File: config.mk
export PLATFORM = sky130hd
export DESIGN_NAME = xtea_out_buf
export DESIGN_NICKNAME = d
export VERILOG_FILES = /design/src/hdl/xtea_pkg.sv /design/src/hdl/xtea_out_buf.sv
export SDC_FILE = /design/constraint.sdc
export NUM_CORES = 1
export LEC_CHECK = 0
export BUFFER_PORTS_ARGS = -buffer_cell sky130_fd_sc_hd__clkbuf_2
export CAP_MARGIN = 20
export CORE_MARGIN = 4
export CORE_UTILIZATION = 32
export DETAILED_ROUTE_END_ITERATION = 8
export SETUP_SLACK_MARGIN = 0.2
export SLEW_MARGIN = 20
export SYNTH_ARGS = -nofsm -noshare
export SYNTH_HDL_FRONTEND = slang
export SYNTH_SLANG_ARGS = --single-unit
File: constraint.sdc
create_clock -name clk -period 4.8 [get_ports clk]
set_clock_uncertainty 0.2 [all_clocks]
set_input_delay 0.72 -clock clk [delete_from_list [all_inputs] [get_ports clk]]
set_output_delay 0.72 -clock clk [all_outputs]
set_load 0.05 [all_outputs]
File: src/hdl/xtea_pkg.sv
// Package for the XTEA block cipher unit: opcode type, pipeline record,
// key type and the round mixing function. No dependencies.
`default_nettype none

package xtea_pkg;

  localparam int unsigned XTEA_ROUNDS_DFLT = 32;
  localparam logic [31:0] XTEA_DELTA       = 32'h9E37_79B9;
  localparam int unsigned XTEA_BLK_W       = 64;
  localparam int unsigned XTEA_WORD_W      = 32;

  typedef enum logic [0:0] {
    OP_ENCRYPT = 1'b0,
    OP_DECRYPT = 1'b1
  } xtea_op_t;

  // Four key words, index 0 holds key bytes 0..3.
  typedef logic [3:0][XTEA_WORD_W-1:0] xtea_key_t;

  // One slot of the round pipeline.
  typedef struct packed {
    logic                   valid;
    xtea_op_t               op;
    logic [XTEA_WORD_W-1:0] y;
    logic [XTEA_WORD_W-1:0] z;
  } xtea_stage_t;

  // Status of the output buffer, seen by the pipeline control.
  typedef struct packed {
    logic full;
    logic empty;
  } xtea_buf_status_t;

  // XTEA mix: (((w << 4) ^ (w >> 5)) + w) ^ (sum + k), all modulo 2^32.
  function automatic logic [XTEA_WORD_W-1:0] xtea_mix(
    input logic [XTEA_WORD_W-1:0] w,
    input logic [XTEA_WORD_W-1:0] sum,
    input logic [XTEA_WORD_W-1:0] k
  );
    logic [XTEA_WORD_W-1:0] t;
    t = ((w << 4) ^ (w >> 5)) + w;
    return t ^ (sum + k);
  endfunction

endpackage

`default_nettype wire

File: src/hdl/xtea_out_buf.sv
// Two-entry output buffer between the round pipeline and the result stream.
// Depends on xtea_pkg.
`default_nettype none

module xtea_out_buf (
  input  logic                         clk,
  input  logic                         rst_n,
  input  logic                         wr_en,
  input  logic [xtea_pkg::XTEA_BLK_W-1:0] wr_data,
  input  logic                         rd_ready,
  output logic                         rd_valid,
  output logic [xtea_pkg::XTEA_BLK_W-1:0] rd_data,
  output xtea_pkg::xtea_buf_status_t   status
);
  import xtea_pkg::*;

  logic [XTEA_BLK_W-1:0] mem [2];
  logic                  wr_ptr_r;
  logic                  wr_ptr_nxt;
  logic                  rd_ptr_r;
  logic                  rd_ptr_nxt;
  logic [1:0]            cnt_r;
  logic [1:0]            cnt_nxt;
  logic                  pop;

  assign pop = rd_valid && rd_ready;

  always_comb begin
    wr_ptr_nxt = wr_en ? !wr_ptr_r : wr_ptr_r;
    rd_ptr_nxt = pop ? !rd_ptr_r : rd_ptr_r;
    cnt_nxt    = cnt_r + 2'(wr_en) - 2'(pop);
  end

  always_ff @(posedge clk) begin
    if (!rst_n) begin
      wr_ptr_r <= 1'b0;
      rd_ptr_r <= 1'b0;
      cnt_r    <= 2'd0;
    end else begin
      wr_ptr_r <= wr_ptr_nxt;
      rd_ptr_r <= rd_ptr_nxt;
      cnt_r    <= cnt_nxt;
    end
  end

  always_ff @(posedge clk) begin
    if (wr_en) begin
      mem[wr_ptr_r] <= wr_data;
    end
  end

  assign rd_valid     = cnt_r != 2'd0;
  assign rd_data      = mem[rd_ptr_r];
  assign status.full  = cnt_r == 2'd2;
  assign status.empty = cnt_r == 2'd0;

endmodule

`default_nettype wire

==> metrics.csv, run 1 <==
metric,value,unit
status,completed,
die footprint,18200,sq um
hold depth,2,
final std cells w/o fill,601,
detailed-route via count,2483,
GR Util met2,16.9,%
Synth warnings,0,
CP Launch Type,register,
LEAKAGE,2.60,nW
first-pass GRT wire length,13.8,mm
critical path class,register to output port,
mean routed wirelength per cell,15.1,um
placed cells,569,
Die Wd,135,um
Worst EP arrival,2290,ps
fin crit period,3210,ps
cell count of the worst reg-to-reg path,2,
CP max FO,44,
Worst VDD drop,0.399,mV
Max Freq,0.312,GHz
clk buf depth,2,
Setup crit end kind,output port,
initial antenna violation count,0,
"top cells by area, synth","edfxtp_1 (74%), mux2_4 (17%), buf_12 (2.3%)",
Die H,135,um
post-CTS sizing,0,
hold path startpoint,rd_ptr_r,
Clock transition at path regs,50,ps
Seq cells post-synth,133,
# Post-CTS Setup Buffers,0,
CTS Buf Count,17,
Setup-failing EPs final,0,
Synthesized Nets,293,
Synth top area share,74.4,%
FF-to-FF Start,wr_ptr_r,
RSZ-0062 raised after global routing,false,
number of buffers inserted by port buffering,134,
"Slew Viols, Final",0,
Max-Cap Viols,0,
CTS Root Cell,clkbuf_16,
Most Crowded Layer GR,met2,
Inserted Diodes,0,
GRT overflow,0,
vias in the first global route,2721,
cell taking the most area after synthesis,edfxtp_1,
row count,46,
"Seq/Total Area, Yosys",76.3,%
Pwr per Cell Area,549,nW/um^2
IO Pins,135,
# DRC,0,
initial DRC count,115,
via-per-instance ratio,4.13,
Hold/Removal Path Class,register to register,
CTS HTree Levels,4,
Mean Syn Cell Area,23.2,sq um
"most common cell after layout, fill and taps aside",clkbuf_2,
Initial Util,32.7,%
CTS Sinks,133,
Netlist Area Pre-Place,5170,sq um
"Clk Latency, worst-skew pair",410,ps
"commonest non-fill, non-tap cells in the layout","clkbuf_2 (134), edfxtp_1 (128), mux2_4 (60), clkbuf_16 (17), clkbuf_1 (8)",
Mapped Cells,223,
CORE AREA,15800,sq um
actual slew at the worst max-slew pin,919,ps
GRT Total Usage,10.2,%
CTS tree,done,
final WL,9.05,mm
Post-DRT Antenna Nets,0,
area delta synth->final,26.8,%
# nets final,442,
Placer Congestion,0.644,
pin count of the biggest net entering global routing,65,
final hold violation count,0,
GR met3 Demand/Resource,5.18,%
Yosys cell types,16,
Slew headroom,38.7,%
fin crit share,66.8,%
r2r setup slk,2600,ps
met1 usage,11.2,%
setup TNS,0,ps
drt first pass iters,4,
WP data required,3880,ps
Reg2Reg Capture Point,mem[0][25],
CTS hold repair buffers,0,
fraction of layout cells with a size suffix above 1,59.5,%
[critical path, stage by stage (launching register included)]
cell and delay (ps):
dfxtp_4 900, buf_4 380, mux2_4 330, clkbuf_2 250
[cell type report]
class	instances	area, sq um
tap	216	270
sequential	133	3950
multi-input combinational	80	1090
clock inverter	5	55.1
clock buffer	27	483
fill	1456	9280
timing repair buffer	137	693
inverter	3	11.3
[routing by layer]
metal,share of wire (%),up-vias
met5,0,-
met4,1.6,0
met3,8.2,13
met2,51,91
met1,40,1202
li1,-,1177
[through the flow]
| stage | setup slack, ps | hold slack [ps] | util [%] | instance area, sq um | power, W |
|---|---|---|---|---|---|
| final | 1590 | 279 | 41.4 | 6550 | 0.00359 |
| after global routing | 1470 | 272 | 41.4 | 6550 | 0.00375 |
| after CTS | 1520 | 268 | 41.4 | 6550 | 0.00365 |
| after detailed placement | 1970 | 275 | 38.0 | 6010 | 0.00246 |
| after global placement | 1970 | 253 | 38.0 | 6010 | 0.00245 |
| after floorplan | 540 | 252 | - | 5170 | 0.00232 |
[synthesized netlist by cell type (all sizes together)]
| library cell | count |
|---|---|
| and2 | 2 |
| buf | 7 |
| dfxtp | 5 |
| edfxtp | 128 |
| ha | 2 |
| inv | 3 |
| mux2 | 64 |
| mux2i | 2 |
| nand2 | 1 |
| nand2b | 1 |
| nor2b | 4 |
| o21a | 2 |
| or2 | 1 |
| xnor3 | 1 |
[power breakdown]
group	internal, W	switching (W)	total, W
sequential	0.00135	0.0000843	0.00144
combinational	0.000347	0.000638	0.000985
clock	0.000737	0.000434	0.00117
total	0.00244	0.00116	0.00359
[registers in the layout (all words and copies together), names as in the netlist, named ones only]
| name | cells |
|---|---|
| cnt_r | 2 |
| wr_ptr_r | 1 |
| rd_ptr_r | 1 |
| mem | 128 |
[cell families (layout without fill, tap and decap cells)]
family          count (synthesis)  in the layout  share of synthesized area [%]
fa+ha+maj                       2              2                          0.484
flops                         133            133                           76.3
mux                            66             66                           18.7
xor+xnor                        1              1                          0.436
simple gates                    9              9                           1.04
compound gates                  2              2                          0.290
buf+inv                        10            172                           2.76
[worst max-delay path by stage]
stage                   to  startpoint  slack [ps]
2_1_floorplan    mem[0][0]       wr_en         540
3_3_place_gp   rd_data[38]    register        1970
3_5_place_dp   rd_data[38]    register        1970
4_1_cts        rd_data[38]    register        1520
5_1_grt        rd_data[38]    register        1470
6_report       rd_data[38]    register        1590
No activity file was read; power rests on OpenSTA's default activity.
==> run 2: changes to the inputs <==
Settings changed: ABC_AREA from default to 1.
Clock period 4.8 ns to 3.15 ns, I/O delays scaled along.
==> run 2 against run 1 <==
Effect of this change:
- design area up 0.99%
- wire length rose by 1.3%
- flip-flop and latch count is the same
- power rose by 56%
- worst hold slack lost 230 ps
- count of clock-buffer cells in the layout fell by 10
- utilization grew 0.41 points
- global-route usage up 0.26 points
- sequential power grew 46%
- synthesized cell count up 5.4%
- critical path depth is the same
- setup slack worse by 950 ps
==> metrics.csv, run 2 <==
metric,value,unit
Mean Syn Cell Area,22.0,sq um
WHS Endpoint,mem[1][55],
met3 WL,726,um
Initial Util,32.6,%
fraction of layout cells with a size suffix above 1,58.9,%
Multi-input gate area,1060,sq um
P_int,0.00379,W
area delta synth->final,28.3,%
CP Launch Type,register,
fin crit share,79.5,%
most frequent cell after synthesis,edfxtp_1,
vias in the first global route,2794,
Post-synth top flop,edfxtp_1,
Setup-failing EPs final,0,
Synth warnings,0,
"most common cell after layout, fill and taps aside",clkbuf_2,
Die H,135,um
Max-Cap Viols,0,
Pwr per Cell Area,845,nW/um^2
post-CTS sizing,0,
hold depth,1,
status,completed,
"EDFF count, synth",128,
Slew headroom,61.5,%
# Post-CTS Setup Buffers,0,
CTS hold repair buffers,0,
"commonest non-fill, non-tap cells in the layout","clkbuf_2 (134), edfxtp_1 (128), mux2_4 (60), clkbuf_16 (17), nor2_1 (9)",
placed cells,583,
number of buffers inserted by port buffering,134,
critical path class,register to output port,
Post-DRT Antenna Nets,0,
Max stage delay on crit path,390,ps
final hold violation count,0,
Clock transition at path regs,60,ps
final WL,9.17,mm
Seq cells post-synth,133,
Post-synth ARST share,0,%
Netlist Area Pre-Place,5160,sq um
FF-to-FF Start,cnt_r[1],
Inserted Diodes,0,
"top cells by area, synth","edfxtp_1 (75%), mux2_4 (17%), buf_12 (2.3%)",
CTS Sinks,133,
Top Layer Used,met4,
Yosys cell types,12,
LEAKAGE,2.65,nW
cell taking the most area after synthesis,edfxtp_1,
actual slew at the worst max-slew pin,577,ps
Synthesized Nets,305,
Clk network pwr share,34.7,%
cell count of the worst reg-to-reg path,9,
Reg2Reg Capture Point,cnt_r[1],
die footprint,18200,sq um
clk buf depth,2,
"Slowest-stage cell, CP",mux2_2,
GRT Total Usage,10.5,%
CTS Root Cell,clkbuf_16,
Flop pwr share,37.5,%
largest registers,"mem: 128 flops, cnt_r: 2 flops",
sw power,0.00180,W
Worst EP arrival,1830,ps
row count,46,
Max Freq,0.399,GHz
fin crit period,2500,ps
initial antenna violation count,0,
pin count of the biggest net entering global routing,65,
Met2 Wirelength,4.76,mm
most frequent cells after synthesis,"edfxtp_1 (128), mux2_4 (60), nor2_1 (10), inv_1 (8), nand2_1 (8)",
worst path cell trace,buf_12 -> mux2_2 -> clkbuf_2,
Register Area,3950,sq um
Setup crit end kind,output port,
CTS Buf Count,17,
Die Wd,135,um
mean routed wirelength per cell,14.9,um
initial DRC count,87,
logic gate share of total power,27.8,%
via-per-instance ratio,4.19,
# DRC,0,
CORE AREA,15800,sq um
"Clk Latency, worst-skew pair",410,ps
final std cells w/o fill,615,
Top reg by flops,mem,
r2r setup slk,1500,ps
detailed-route via count,2575,
FILL cells,1435,
Sw Share,32.2,%
max reg flops,128,
M1 WL,3.53,mm
# nets final,456,
CTS tree,done,
"Slew Viols, Final",0,
"Seq/Total Area, Yosys",76.4,%
CTS HTree Levels,4,
CP max FO,64,
IO Pins,135,
drt first pass iters,4,
Placer Congestion,0.688,
DP HPWL,6.05,mm
Hold/Removal Path Class,primary input to register,
setup TNS,0,ps
Synth top area share,74.5,%
RSZ-0062 raised after global routing,false,
Mapped Cells,235,
hold path startpoint,wr_data[55],
GRT overflow,0,
first-pass GRT wire length,14.3,mm
Worst VDD drop,0.521,mV
WP data required,2480,ps
run 2: cell types whose count changed after synthesis, sizes merged, moves of 2 or more:
cell / change
o21a: -2
and2: -2
nor2: +10
nand3: +2
nor2b: -4
mux2i: -2
inv: +5
nand2: +7
run 2: metal layers:
layer  GRT usage, %  up-vias
met5              0        -
li1               -     1210
met4           5.43        0
met3           4.73       13
met1           11.2     1263
met2           17.6       89
run 2: critical path: cells and delay by family (launching register included):
kind / cells / cell delay (ps)
flip-flops: 1 / 350
buffers and inverters: 2 / 610
multiplexers: 1 / 390
run 2: cell families after synthesis:
| family | synth area share [%] |
|---|---|
| simple gates | 1.50 |
| fa+ha+maj | 0.485 |
| mux | 18.3 |
| compound gates | 0.0969 |
| flops | 76.4 |
| buf+inv | 3.13 |
run 2: worst max path at each step:
stage                            end  slack, ps  cells past startpoint
final                     rd_data[0]        650                      3
after global routing      rd_data[1]        570                      3
after CTS                 rd_data[1]        610                      3
after detailed placement  rd_data[1]       1070                      3
after global placement    rd_data[0]       1070                      3
after floorplan            mem[0][0]        370                      2
run 2: final cells by class:
class / instances / share of cell area, %
flip-flops and latches: 133 / 59.7
multi-input cells: 87 / 16.0
repair buffers: 139 / 10.9
clock buffers: 17 / 6.43
well taps: 216 / 4.08
clock inverters: 15 / 2.46
inverters: 8 / 0.454
run 2: power groups by stage:
stage | combinational [W] | clock [W] | sequential (W)
floorplan | 0.00135 | 0 | 0.00213
global placement | 0.00156 | 0 | 0.00213
detailed placement | 0.00158 | 0 | 0.00214
CTS | 0.00158 | 0.00200 | 0.00210
global route | 0.00164 | 0.00208 | 0.00211
finish | 0.00155 | 0.00194 | 0.00210
run 2: through the flow:
step / utilization, % / area [sq um] / worst slack [ps] / power (W) / hold WS, ps
finish: 41.8 / 6620 / 646 / 0.00559 / 51.4
global route: 41.8 / 6620 / 572 / 0.00582 / 26.4
floorplan: - / 5160 / 373 / 0.00348 / 267
global placement: 38.1 / 6030 / 1070 / 0.00369 / 289
detailed placement: 38.1 / 6030 / 1070 / 0.00371 / 307
CTS: 41.8 / 6620 / 606 / 0.00568 / 20.4
