[src/hdl/xtea_pkg.sv]
// Package for the XTEA block cipher unit: opcode type, pipeline record,
// key type and the round mixing function. No dependencies.
`default_nettype none

package xtea_pkg;

  localparam int unsigned XTEA_ROUNDS_DFLT = 32;
  localparam logic [31:0] XTEA_DELTA       = 32'h9E37_79B9;
  localparam int unsigned XTEA_BLK_W       = 64;
  localparam int unsigned XTEA_WORD_W      = 32;

  typedef enum logic [0:0] {
    OP_ENCRYPT = 1'b0,
    OP_DECRYPT = 1'b1
  } xtea_op_t;

  // Four key words, index 0 holds key bytes 0..3.
  typedef logic [3:0][XTEA_WORD_W-1:0] xtea_key_t;

  // One slot of the round pipeline.
  typedef struct packed {
    logic                   valid;
    xtea_op_t               op;
    logic [XTEA_WORD_W-1:0] y;
    logic [XTEA_WORD_W-1:0] z;
  } xtea_stage_t;

  // Status of the output buffer, seen by the pipeline control.
  typedef struct packed {
    logic full;
    logic empty;
  } xtea_buf_status_t;

  // XTEA mix: (((w << 4) ^ (w >> 5)) + w) ^ (sum + k), all modulo 2^32.
  function automatic logic [XTEA_WORD_W-1:0] xtea_mix(
    input logic [XTEA_WORD_W-1:0] w,
    input logic [XTEA_WORD_W-1:0] sum,
    input logic [XTEA_WORD_W-1:0] k
  );
    logic [XTEA_WORD_W-1:0] t;
    t = ((w << 4) ^ (w >> 5)) + w;
    return t ^ (sum + k);
  endfunction

endpackage

`default_nettype wire

[src/hdl/xtea_round_cell.sv]
// One half-round cell of the XTEA pipeline: updates one word of the block.
// Depends on xtea_pkg.
`default_nettype none

module xtea_round_cell #(
  parameter int unsigned ROUNDS = xtea_pkg::XTEA_ROUNDS_DFLT,
  parameter int unsigned STAGE  = 0
) (
  input  logic                clk,
  input  logic                rst_n,
  input  logic                en,
  input  xtea_pkg::xtea_key_t key,
  input  xtea_pkg::xtea_stage_t d_in,
  output xtea_pkg::xtea_stage_t q_out
);
  import xtea_pkg::*;

  // Even cells do the first half of a round, odd cells the second half.
  localparam int unsigned HALF    = STAGE / 2;
  localparam bit          ODD     = (STAGE % 2) == 1;
  localparam int unsigned ENC_MUL = HALF + (ODD ? 1 : 0);
  localparam int unsigned DEC_MUL = ROUNDS - HALF - (ODD ? 1 : 0);

  localparam logic [63:0] ENC_PROD = 64'(XTEA_DELTA) * 64'(ENC_MUL);
  localparam logic [63:0] DEC_PROD = 64'(XTEA_DELTA) * 64'(DEC_MUL);
  localparam logic [31:0] ENC_SUM  = ENC_PROD[31:0];
  localparam logic [31:0] DEC_SUM  = DEC_PROD[31:0];
  localparam logic [1:0]  ENC_KSEL = ODD ? ENC_SUM[12:11] : ENC_SUM[1:0];
  localparam logic [1:0]  DEC_KSEL = ODD ? DEC_SUM[1:0]   : DEC_SUM[12:11];

  xtea_stage_t            q_r;
  xtea_stage_t            q_nxt;
  logic                   upd_y;
  logic [XTEA_WORD_W-1:0] src;
  logic [XTEA_WORD_W-1:0] dst;
  logic [XTEA_WORD_W-1:0] sum;
  logic [XTEA_WORD_W-1:0] kw;
  logic [XTEA_WORD_W-1:0] m;
  logic [XTEA_WORD_W-1:0] res;

  always_comb begin
    if (d_in.op == OP_ENCRYPT) begin
      upd_y = !ODD;
      sum   = ENC_SUM;
      kw    = key[ENC_KSEL];
    end else begin
      upd_y = ODD;
      sum   = DEC_SUM;
      kw    = key[DEC_KSEL];
    end
    src = upd_y ? d_in.z : d_in.y;
    dst = upd_y ? d_in.y : d_in.z;
    m   = xtea_mix(src, sum, kw);
    res = (d_in.op == OP_ENCRYPT) ? (dst + m) : (dst - m);

    q_nxt = d_in;
    if (upd_y) begin
      q_nxt.y = res;
    end else begin
      q_nxt.z = res;
    end
  end

  // Only the valid bit is reset; the data fields simply follow the enable.
  always_ff @(posedge clk) begin
    if (!rst_n) begin
      q_r.valid <= 1'b0;
    end else if (en) begin
      q_r.valid <= q_nxt.valid;
    end
    if (en) begin
      q_r.op <= q_nxt.op;
      q_r.y  <= q_nxt.y;
      q_r.z  <= q_nxt.z;
    end
  end

  assign q_out = q_r;

endmodule

`default_nettype wire

[config.mk]
export PLATFORM = sky130hd
export DESIGN_NAME = xtea_round_cell
export DESIGN_NICKNAME = d
export VERILOG_FILES = /design/src/hdl/xtea_pkg.sv /design/src/hdl/xtea_round_cell.sv
export SDC_FILE = /design/constraint.sdc
export NUM_CORES = 1
export LEC_CHECK = 0
export BUFFER_PORTS_ARGS = -buffer_cell sky130_fd_sc_hd__buf_2
export CAP_MARGIN = 5
export CORE_UTILIZATION = 35
export DETAILED_ROUTE_END_ITERATION = 12
export GPL_ROUTABILITY_DRIVEN = 0
export MAX_ROUTING_LAYER = met4
export SYNTH_ARGS = -nofsm -noshare
export SYNTH_HDL_FRONTEND = slang
export SYNTH_SLANG_ARGS = --single-unit
[constraint.sdc]
create_clock -name clk -period 12.9 [get_ports clk]
set_input_delay 1.29 -clock clk [delete_from_list [all_inputs] [get_ports clk]]
set_output_delay 1.29 -clock clk [all_outputs]
set_load 0.01 [all_outputs]
==> out/metrics.cfg, run 1 <==
[drt]
drtIter0Drc = 432
drc_errors = 0
wl_met3_mm = 1.092
dr.pass1.iters = 5
via_per_inst = 5.200
ant_nets = 0
drt-wirelength-per-cell_um = 15.38
wirelength_mm = 23.93
dr_wl_met2_mm = 10.27
top_layer = met4
wl_met1_mm = 12.35
vias = 8091

[grt]
overflow = 0
antenna_found_initial = 0
track_usage_pct = 18.23
grt_pass1_vias = 7299
grt_pass1_wl_mm = 37.43
grt_max_degree = 88

[min_path]
hold_path_class = reg2reg

[setup_path]
cp_max_fo = 87
crit_arrival_ns = 8.52
setup.worst_path.start = d_in[64]
regToRegStartpoint = q_out[65]
startpoint_type = input pin
r2r_end = q_out[65]
rr_worst_depth = 2
worstPathRequired_ns = 12.97
worstSetupPathType = in2reg
endpoint = q_out[63]
worstSetupEndpointType = flop
r2r_slack_ns = 12.32

[synth]
synth_flop_cell = edfxtp_1
ys_ff_latch = 66
netlist_area_sq_um = 9070
syn_inst = 1041
synth-warning-count = 0
netlist_top_cells_area = edfxtp_1 22%, ha_1 11%, xnor2_1 9.5%, mux2_2 6.2%, xor2_1 5.5%
async_reset_ff_share_pct = 0
yosys-top-cells-count = 98 x xnor2_1, 92 x nand2_1, 81 x ha_1, 79 x a21oi_1, 72 x nor2_1
synth_nets = 1321
yosys.area.top_type_share_pct = 21.52
synth_edf_count = 65
synth.avg_cell_area_sq_um = 8.713
synthDistinctLibCells = 91
synth.most_common_cell = xnor2_1
netlist.top_cell.by_area = edfxtp_1
synth_seq_area_share_pct = 21.74

[clock_network]
cts_resized = 0
clkLatencyLatePin_ns = 0.32
ctsHoldBuffers = 0
cts_root_buffer = clkbuf_16
clockBufferDepth = 2
htree_levels = 3
clk_pin_slew_ns = 0.06
numCtsBuffers = 9
cts.sinks = 66
cts_setup_buffers = 0
cts_tree = yes

[timing]
slew_violations = 0
clock.fmax_mhz = 118.4
setup_tns_ns = 0
rsz0062_at_grt = no
finalSetupViolCount = 0
worst_slack_ns = 4.454
finalClockSkew_ns = 0
fin_crit_sh_pct = 65.48
layout_min_cycle_time_ns = 8.446
hold_viol = 0
worst_pin_slew_ns = 0.8533
relSlewSlack_pct = 43.12

[power_and_ir_drop]
p_leak_nw = 4.721
peakVddDrop_mv = 0.08325
p_per_area_nw_per_um2 = 189.0

[finish]
syn_to_final_growth_pct = 18.14
largest_reg_flops = 66
final_nets = 1501
diodes = 0
fillers = 2534
layout-drive-gt1-share_pct = 25.37

[run]
cap_viol_max_count = 0

[placement]
pre_cts_ws_ns = 4.176
numPortBuffers = 198
dp_hpwl_mm = 19.99

[outcome]
outcome = finished, final reports clean

[floorplanning]
core_area_sq_um = 25330
die_h_um = 163.0
row_count = 58
die_x_um = 163.0
num_io_pins = 263
initial_core_util_pct = 35.81
die_area_sq_um = 26560

critical path: stages:
cell and delay, ns:
buf_6 0.31, buf_4 0.70, nor2b_1 0.14, a21oi_1 0.54, xnor2_1 0.16, ha_1 0.36, a41oi_1 0.26, nand3_1 0.19
a31oi_4 0.32, o21ai_2 0.14, xnor2_1 0.50, nand4_1 0.31, nor4_1 0.33, nand2b_1 0.16, inv_1 0.10, a21oi_1 0.07
xor2_1 0.17, ha_1 0.36, a21oi_1 0.19, nor3b_1 0.20, o211ai_1 0.15, nand2_1 0.15, o21ai_0 0.20, o41ai_1 0.40
o21ai_0 0.23, xnor2_1 0.25, xor2_1 0.16, o21ai_1 0.07
layout make-up:
cell class,count,area [sq um],share of cell area (%)
multi-input cells,906,6823,63.67
flip-flops and latches,66,1972,18.40
repair buffers,203,1035,9.657
well taps,330,412.9,3.853
clock buffers,9,225.2,2.102
inverters,35,131.4,1.226
clock inverters,7,116.4,1.086
worst min-delay path by stage:
stage               startpoint         to  cells past startpoint  slack, ns
floorplan            q_out[65]  q_out[65]                      2       0.54
global placement     q_out[65]  q_out[65]                      2       0.49
detailed placement   q_out[65]  q_out[65]                      2       0.51
CTS                  q_out[65]  q_out[65]                      2       0.52
global route         q_out[65]  q_out[65]                      2       0.58
finish               q_out[65]  q_out[65]                      2       0.52
stage by stage:
stage / total power, mW / cells / area, sq um / hold WS [ns] / util [%]
after floorplan: 1.403 / 1041 / 9070 / 0.5383 / -
after global placement: 1.715 / 1540 / 10370 / 0.4935 / 40.96
after detailed placement: 1.736 / 1540 / 10370 / 0.5062 / 40.96
after CTS: 2.025 / 1556 / 10720 / 0.5185 / 42.31
after global routing: 2.197 / 1556 / 10720 / 0.5822 / 42.31
final: 2.025 / 1556 / 10720 / 0.5152 / 42.31
metal layers:
metal | vias up | track usage (%)
li1 | 4178 | -
met3 | 14 | 1.706
met4 | 0 | 3.314
met1 | 3679 | 26.47
met2 | 220 | 27.43
met5 | - | -
power breakdown:
group,switching (mW),internal [mW],total (mW)
registers,0.0188,0.355,0.374
logic,0.799,0.571,1.37
clock network,0.0922,0.189,0.281
logic make-up after synthesis:
logic type	after synthesis	share of synthesized area, %
and+or+nand+nor	298	16.93
AOI/OAI and AO/OA	294	21.49
buffers and inverters	69	3.035
muxes	67	8.263
adders and majority gates	84	11.73
xor gates and xnor gates	163	16.82
DFF	66	21.74
placed cells by master (no fill, tap or decap), types with 3 or more instances in the layout:
cell         n
o21a_1       7
nor3b_1      3
a31oi_1     13
a41oi_1      5
a31o_2       4
xnor2_1     98
ha_1        81
and4_1       4
nor3_1      16
mux2_2      50
nor2b_1     29
clkbuf_16    9
nor4_1       3
a211oi_1     4
buf_2      197
buf_4        5
o21ai_2      3
or2_2        6
xnor3_1      6
mux2i_1     15
a21o_1      33
o21bai_1    21
inv_1       34
xor2_1      57
nor2_1      72
bufinv_16    3
and2_1       5
a21boi_0     3
o21ai_0     67
nand2_1     92
a21oi_1     79
nand3_1     19
nand2b_1    12
edfxtp_1    65
nand4_1     10
o211ai_1     8
a211o_1      6
and3_1       5
o31ai_1      7
Note: power is estimated with default switching activity, not from simulation.
==> inputs of run 2 (changes only) <==
==> constraint.sdc (replaced) <==
create_clock -name clk -period 8.7 [get_ports clk]
set_input_delay 0.87 -clock clk [delete_from_list [all_inputs] [get_ports clk]]
set_output_delay 0.87 -clock clk [all_outputs]
set_load 0.01 [all_outputs]
==> out/metrics.cfg, run 2 (synthesis gave the netlist of run 1 again) <==
[placement]
dp_cells = 1543
numPortBuffers = 198
dp_hpwl_mm = 20.02

[power_and_ir_drop]
p_switching_mw = 1.349
p_int_mw = 1.564
clock_power_share_pct = 11.3
p_per_area_nw_per_um2 = 273.3
peakVddDrop_mv = 0.1527
p_leak_nw = 4.694
swShare_pct = 46.30
p_seq_share_pct = 19.0
combPwrFrac_pct = 69.7

[floorplanning]
die_h_um = 163.0
row_count = 58
num_io_pins = 263
die_area_sq_um = 26560
initial_core_util_pct = 35.81
core_area_sq_um = 25330
die_x_um = 163.0

[setup_path]
worstPathRequired_ns = 8.78
worstSetupEndpointType = flop
rr_worst_depth = 2
regToRegStartpoint = q_out[65]
r2r_slack_ns = 8.11
startpoint_type = input pin
worstSetupPathType = in2reg
cp_max_fo = 73
crit_arrival_ns = 7.55
r2r_end = q_out[65]

[drt]
vias = 8072
via_per_inst = 5.178
drtIter0Drc = 409
wirelength_mm = 23.99
ant_nets = 0
drt-wirelength-per-cell_um = 15.39
dr.pass1.iters = 5
drc_errors = 0

[clock_network]
cts_setup_buffers = 0
clockBufferDepth = 2
ctsHoldBuffers = 0
clkLatencyLatePin_ns = 0.33
cts_root_buffer = clkbuf_16
cts_tree = yes
cts_resized = 0
numCtsBuffers = 9
cts.sinks = 66
clk_pin_slew_ns = 0.06
htree_levels = 3

[timing]
finalClockSkew_ns = 0
layout_min_cycle_time_ns = 7.473
clock.fmax_mhz = 133.8
hold_viol = 0
worst_pin_slew_ns = 0.8773
slew_violations = 0
setup_tns_ns = 0
fin_crit_sh_pct = 85.89
rsz0062_at_grt = no
finalSetupViolCount = 0
relSlewSlack_pct = 41.51

[finish]
final_nets = 1504
finalNonFillerCells = 1559
mostFrequentLayoutCell = buf_2
syn_to_final_growth_pct = 17.52
diodes = 0
fillers = 2523
largest_reg_flops = 66
layout-drive-gt1-share_pct = 25.47
final_cell_mix = 197 x buf_2, 98 x xnor2_1, 92 x nand2_1

[grt]
overflow = 0
grt_max_degree = 74
antenna_found_initial = 0
grt_pass1_vias = 7337
track_usage_pct = 18.39
grt_pass1_wl_mm = 37.64

[min_path]
min_path_cells = 2
min-delay-start = q_out[65]
hold_path_class = reg2reg
worstHoldEndpoint = q_out[65]

[outcome]
outcome = finished, final reports clean

[run]
cap_viol_max_count = 0

run 2: power groups by stage:
stage | registers [mW] | logic, mW | clock network, mW
after floorplan | 0.629 | 1.45 | 0
after global placement | 0.563 | 1.98 | 0
after detailed placement | 0.562 | 2.01 | 0
after CTS | 0.556 | 2.02 | 0.334
after global routing | 0.565 | 2.26 | 0.345
final | 0.554 | 2.03 | 0.330
run 2: critical path: stages:
cell and delay [ns]:
buf_6 0.37, inv_2 0.33, nand2_1 0.15, nand2_1 0.14, ha_1 0.25, fa_1 0.43, a211oi_1 0.29, o211ai_1 0.17
nand4_1 0.19, nand2_1 0.11, xnor2_1 0.29, nand3b_4 0.21, and4bb_2 0.29, a31oi_1 0.20, xor2_1 0.20, ha_1 0.32
nand4_1 0.21, nor2_1 0.07, a2111oi_0 0.65, o211ai_1 0.21, nand2_1 0.15, o21ai_0 0.22, o41ai_1 0.44, o21ai_0 0.23
xnor2_1 0.25, xor2_1 0.16, o21ai_1 0.08
run 2: through the flow:
stage / setup WS, ns / instance area (sq um) / total power, mW / hold WS, ns / util (%)
3_3_place_gp: 1.137 / 10400 / 2.541 / 0.4933 / 41.05
4_1_cts: 1.340 / 10660 / 2.909 / 0.5243 / 42.09
2_1_floorplan: 1.722 / 9070 / 2.080 / 0.5383 / -
3_5_place_dp: 1.008 / 10400 / 2.571 / 0.5085 / 41.05
6_report: 1.227 / 10660 / 2.913 / 0.5215 / 42.09
5_1_grt: 0.6575 / 10660 / 3.172 / 0.5656 / 42.09
run 2: worst max-delay path by stage:
stage / start / to / cells past startpoint
2_1_floorplan: d_in[64] / q_out[63] / 28
3_3_place_gp: d_in[64] / q_out[63] / 29
3_5_place_dp: d_in[64] / q_out[63] / 27
4_1_cts: d_in[64] / q_out[63] / 29
5_1_grt: d_in[64] / q_out[63] / 29
6_report: d_in[64] / q_out[63] / 27
run 2: per-layer routing:
metal,wire [um],share of wire [%],vias to the layer above,track usage (%)
met4,192,0.80,0,3.271
met5,0,0,-,-
met3,1085,4.5,10,1.477
met1,12540,52,3679,26.92
li1,-,-,4186,-
met2,10170,42,197,27.62
run 2: layout make-up:
type | instances | area (sq um) | area share (%)
Clock buffer | 10 | 229.0 | 2.148
Clock inverter | 6 | 33.78 | 0.3169
Inverter | 35 | 131.4 | 1.233
Multi-Input combinational cell | 906 | 6823 | 64.01
Sequential cell | 66 | 1972 | 18.50
Tap cell | 330 | 412.9 | 3.874
Timing Repair Buffer | 206 | 1057 | 9.919
